### src/rtl/core/ttht_pkg.sv
`default_nettype none

package ttht_pkg;

  localparam int HistEntriesDef  = 256;
  localparam int MapWidthDef     = 12288;
  localparam int MapHeightDef    = 12288;
  localparam int TrackTypesDef   = 8;
  localparam int FractionBitsDef = 16;

  localparam int ZLimit    = 1020;
  localparam int TadLimit  = 44 * 8;
  localparam int MaxConf   = 16;
  localparam int ConfShift = $clog2(MaxConf);

  localparam int ConfW     = 5;
  localparam int MeanW     = 48;
  localparam int DayW      = 32;
  localparam int TimeW     = 64;
  localparam int CountW    = 10;
  localparam int WeightW   = 11;
  localparam int ProdW     = TimeW + CountW;

  localparam logic [15:0] RetentionReset = 16'd30;
  localparam logic [3:0]  PriorReset     = 4'd4;

  typedef enum logic [1:0] {
    OP_RECORD = 2'd0,
    OP_AGING  = 2'd1,
    OP_QUERY  = 2'd2,
    OP_CLEAR  = 2'd3
  } op_t;

  typedef enum logic [2:0] {
    ST_INSERTED = 3'd0,
    ST_UPDATED  = 3'd1,
    ST_INVALID  = 3'd2,
    ST_FULL     = 3'd3,
    ST_QUERY    = 3'd4,
    ST_DONE     = 3'd5
  } status_t;

  typedef enum logic {
    CFG_RETENTION = 1'b0,
    CFG_PRIOR     = 1'b1
  } cfg_idx_t;

  typedef struct packed {
    op_t                op;
    logic signed [15:0] edge_x;
    logic signed [15:0] edge_y;
    logic signed [15:0] edge_z;
    logic [8:0]         edge_tad;
    logic [7:0]         track_type;
    logic [47:0]        duration;
    logic [31:0]        today;
    logic [63:0]        free_flow_time;
    logic [63:0]        active_elapsed;
    logic [9:0]         active_count;
  } in_item_t;

  typedef struct packed {
    status_t     status;
    logic [63:0] travel_time;
    logic [31:0] revision;
    logic [8:0]  entries_used;
  } out_item_t;

  typedef struct packed {
    logic signed [15:0] x;
    logic signed [15:0] y;
    logic signed [15:0] z;
    logic [8:0]         tad;
    logic [7:0]         tt;
  } key_t;

  typedef struct packed {
    key_t              key;
    logic [MeanW-1:0]  mean;
    logic [ConfW-1:0]  conf;
    logic [DayW-1:0]   day;
  } entry_t;

  function automatic logic [TimeW-1:0] sat_add64(input logic [TimeW-1:0] a,
                                                 input logic [TimeW-1:0] b);
    logic [TimeW:0] s;
    s = {1'b0, a} + {1'b0, b};
    return s[TimeW] ? '1 : s[TimeW-1:0];
  endfunction

endpackage

`default_nettype wire

### src/rtl/core/ttht_div.sv
`default_nettype none

// restoring divider, one quotient bit per cycle
module ttht_div #(
  parameter int DIVIDEND_W = ttht_pkg::TimeW,
  parameter int DIVISOR_W  = ttht_pkg::WeightW
) (
  input  logic                  clk,
  input  logic                  rst_n,
  input  logic                  start,
  input  logic [DIVIDEND_W-1:0] dividend,
  input  logic [DIVISOR_W-1:0]  divisor,
  output logic                  done,
  output logic [DIVIDEND_W-1:0] quotient
);

  localparam int CntW = $clog2(DIVIDEND_W + 1);

  logic [DIVIDEND_W-1:0] quo_r, quo_nxt;
  logic [DIVISOR_W-1:0]  rem_r, rem_nxt;
  logic [DIVISOR_W-1:0]  div_r, div_nxt;
  logic [CntW-1:0]       cnt_r, cnt_nxt;
  logic                  run_r, run_nxt;
  logic                  done_r, done_nxt;
  logic [DIVISOR_W:0]    trial;
  logic [DIVISOR_W:0]    diff;
  logic                  ge;

  always_comb begin
    trial    = {rem_r, quo_r[DIVIDEND_W-1]};
    diff     = trial - {1'b0, div_r};
    ge       = trial >= {1'b0, div_r};
    quo_nxt  = quo_r;
    rem_nxt  = rem_r;
    div_nxt  = div_r;
    cnt_nxt  = cnt_r;
    run_nxt  = run_r;
    done_nxt = 1'b0;
    if (start) begin
      quo_nxt = dividend;
      rem_nxt = '0;
      div_nxt = divisor;
      cnt_nxt = CntW'(DIVIDEND_W);
      run_nxt = 1'b1;
    end else if (run_r) begin
      quo_nxt = {quo_r[DIVIDEND_W-2:0], ge};
      rem_nxt = ge ? diff[DIVISOR_W-1:0] : trial[DIVISOR_W-1:0];
      cnt_nxt = cnt_r - 1'b1;
      if (cnt_r == CntW'(1)) begin
        run_nxt  = 1'b0;
        done_nxt = 1'b1;
      end
    end
  end

  always_ff @(posedge clk) begin
    if (!rst_n) begin
      run_r  <= 1'b0;
      done_r <= 1'b0;
      cnt_r  <= '0;
    end else begin
      run_r  <= run_nxt;
      done_r <= done_nxt;
      cnt_r  <= cnt_nxt;
    end
  end

  always_ff @(posedge clk) begin
    quo_r <= quo_nxt;
    rem_r <= rem_nxt;
    div_r <= div_nxt;
  end

  assign done     = done_r;
  assign quotient = quo_r;

endmodule

`default_nettype wire

### config.mk
export PLATFORM = sky130hd
export DESIGN_NAME = ttht_div
export DESIGN_NICKNAME = d
export VERILOG_FILES = /design/src/rtl/core/ttht_pkg.sv /design/src/rtl/core/ttht_div.sv
export SDC_FILE = /design/constraint.sdc
export NUM_CORES = 1
export LEC_CHECK = 0
export ABC_AREA = 0
export BUFFER_PORTS_ARGS = -buffer_cell sky130_fd_sc_hd__buf_2
export CAP_MARGIN = 20
export CORE_MARGIN = 5
export CORE_UTILIZATION = 50
export DETAILED_ROUTE_END_ITERATION = 10
export HOLD_SLACK_MARGIN = 0.15
export PLACE_DENSITY = 0.78
export SYNTH_ARGS = -nofsm -noshare
export SYNTH_HDL_FRONTEND = slang
export SYNTH_SLANG_ARGS = --single-unit
export TNS_END_PERCENT = 10
### constraint.sdc
create_clock -name clk -period 2.8 [get_ports clk]
set_input_delay 0.28 -clock clk [delete_from_list [all_inputs] [get_ports clk]]
set_output_delay 0.28 -clock clk [all_outputs]
set_load 0.005 [all_outputs]
==> flow_summary.ini <==
[outcome]
run_status = finished, final reports clean

[critical_path]
critPathCapture = rem_r[8]
critical_path_required_ps = 3010
cp_max_fo = 15
critical_path_launch_point_type = flip-flop
crit-reg2reg-capture = rem_r[8]
reg2reg_setup_slack_ps = 330
timing_worst_setup_path_type = flip-flop to flip-flop
worst_r2r_startpoint = quotient[63]
startpoint = quotient[63]
worstRegToRegCells = 9
cp_capture_type = flip-flop
cp.arrival_ps = 2680

[grt]
grt_pass1_vias = 3426
top_usage_layer = met2
grtUsageMet1 = 0.211
globalRouteMet3Util = 0.0660
grt_first_pass_wirelength_um = 16300
grt_use_met2 = 0.302
number_of_antenna_violations_at_the_first_check_in_global_routing = 0
pin_count_of_the_biggest_net_entering_global_routing = 65
grt-ovfl-total = 0
global_route.usage.total = 0.182

[placed_design]
io_buffer_count = 142
globalplace.congestion = 0.826
placement.setup.worst_slack_ps = 337
dp_hpwl_um = 7260

[yosys]
ys_types = 47
yosysTopAreaCell = edfxtp_1
seq_area_frac_synth = 0.587
flop_and_latch_count_out_of_synthesis = 95
number_of_synthesized_flops_with_an_enable_pin = 75
synth_top_area_share = 0.498
syn_inst = 327
syn_area_um2 = 4520
synth_nets = 419
ys_top_cells_by_count = edfxtp_1 (75), mux2_2 (64), nor2_1 (21), dfxtp_1 (20), inv_1 (18)
async_flop_share = 0
mapped_avg_cell_area_um2 = 13.8
netlist_top_cells_area = edfxtp_1 (50%), mux2_2 (16%), dfxtp_1 (8.9%)
yosysMostFrequentCell = edfxtp_1
synth-warning-count = 0
dominantRegCellSynth = edfxtp_1

[timing]
rsz_0062_raised_after_global_routing = no
layout_setup_ws_ps = 331
period_share = 0.882
slew_headroom = 0.653
worst_clock_skew_ps = 15.2
worst_slew_pin_slew_ps = 521
report.final.setup_viol = 0
final-hold-violation-count = 0
max_freq_mhz = 405
totalNegativeSetupSlack_ps = 0
drv_slew = 0
period_needed_ps = 2470

[floorplanning]
floorplan.rows = 34
die_width_um = 105
floorplan.core_area_um2 = 8760
fp.dieArea_um2 = 11000
start_util = 0.516
io-pin-count = 143
floorplan.die.height_um = 105

[finish]
multi_input_comb_area_um2 = 1740
final_nets = 575
postLayoutCoreUtil = 0.648
register_area_um2 = 2650
final_layout_size_suffix_gt1_frac = 0.488
area_growth_pct = 25.7
fill_cell_instance_count_of_the_final_layout = 684
antenna_cells = 0

[job]
maxCapViolCount = 0

[detailed_routing]
detailroute.via_count = 3104
drtIter0Drc = 146
ant_nets = 0
detailedRoute.firstPassIterationCount = 4
drc_viols = 0
route.final.wire_length_um = 9960
wire_per_inst_um = 16.7
avgViaCountPerCell = 5.21

[min_path]
worstHoldPathType = input pin to flip-flop

[clocking]
tritoncts_clock_tree = built
cts_buffers = 9
clock_tree.buffer_depth = 2
clock-sinks = 95
cts.repair_timing.setup_buffer_count = 0
worst_setup_hold_path_clk_slew_ps = 100
cts_root_buffer = clkbuf_8
post_cts_resize_count = 0
cts-htree-levels = 3
clkLatencyLatePin_ps = 360

[power]
cell_pwr_density_nw_per_um2 = 590
cellLeakagePower_nw = 2.36
max-vdd-ir-drop_mv = 0.348
worst max-delay path: stages, from the launching register on:
cell and delay (ps):
edfxtp_1 370, inv_1 50, ha_1 220, fa_1 420
nor2b_1 220, o31a_4 180, o21ai_4 90, o21ai_4 420
mux2i_1 280, a211oi_2 90
per-stage QoR:
| stage | std cells | power [mW] | hold slack (ps) | cell area (µm²) |
|---|---|---|---|---|
| finish | 596 | 3.35 | 220 | 5680 |
| global route | 596 | 3.54 | 198 | 5680 |
| CTS | 596 | 3.39 | 192 | 5680 |
| detailed placement | 568 | 2.47 | 458 | 5370 |
| global placement | 568 | 2.45 | 459 | 5370 |
| floorplan | 327 | 2.22 | 379 | 4520 |
flip-flops by register name, summed over array words and instances (netlist names):
name and cells:
quotient 64, div_r 11, run_r 1, done 1
rem_r 11, cnt_r 7
layout by cell type, fill, tap and decap left out, types with 2 or more instances in the layout:
cell type / count
o22ai_1: 2
a211oi_1: 6
clkbuf_8: 9
nand2b_1: 5
o21a_1: 2
nand2_1: 12
inv_1: 18
o21ai_4: 2
ha_1: 13
nand3_1: 5
dlygate4sd3_1: 12
o211ai_1: 3
buf_12: 2
edfxtp_1: 75
o21ai_0: 5
o21ai_1: 4
a21oi_1: 9
nor2_1: 21
clkinvlp_4: 2
a311oi_2: 2
nor3_1: 4
nor2b_1: 3
buf_4: 3
buf_2: 141
a211oi_2: 2
dfxtp_1: 20
xor2_1: 2
mux2_2: 64
xnor2_1: 8
mux2i_1: 7
layer usage:
metal / wire [µm] / share of wire / vias to the layer above
met5: 0 / 0 / -
met4: 229 / 0.023 / 0
met3: 827 / 0.083 / 19
met2: 4910 / 0.49 / 100
met1: 3990 / 0.40 / 1459
li1: - / - / 1526
power by group:
part | internal, mW | switching, mW | leakage (nW)
Sequential | 1.69 | 0.0772 | 0.916
Combinational | 0.345 | 0.338 | 1.35
Clock | 0.418 | 0.481 | 0.0921
Total | 2.45 | 0.897 | 2.36
cells by family (layout without fill, tap and decap cells):
family	after synthesis	count (layout)	share of synthesized area
flops	95	95	0.587
xor+xnor	10	10	0.0194
fa+ha+maj	14	14	0.0404
mux	71	71	0.175
compound gates	44	44	0.0769
buf+inv	31	192	0.0285
simple gates	62	62	0.0731
layout make-up:
| class | count | share of cell area |
|---|---|---|
| clock buffer | 10 | 0.0225 |
| tap | 108 | 0.0238 |
| timing repair buffer | 158 | 0.156 |
| clock inverter | 6 | 0.0121 |
| inverter | 18 | 0.0119 |
| sequential | 95 | 0.467 |
| multi-input combinational | 201 | 0.307 |
timing repair:
item                                   4_1_cts  5_1_grt
hold buffers                                12        0
endpoints found under the hold margin       12        0
setup endpoints to repair                    0        0
worst min path at each step:
| stage | startpoint | depth (start not counted) | slack (ps) | endpoint |
|---|---|---|---|---|
| after floorplan | divisor[0] | 0 | 380 | div_r[0] |
| after global placement | divisor[6] | 1 | 460 | div_r[6] |
| after detailed placement | divisor[0] | 1 | 460 | div_r[0] |
| after CTS | dividend[54] | 2 | 190 | quotient[54] |
| after global routing | dividend[42] | 2 | 200 | quotient[42] |
| final | dividend[54] | 2 | 220 | quotient[54] |
No activity file was read; power rests on OpenSTA's default activity.
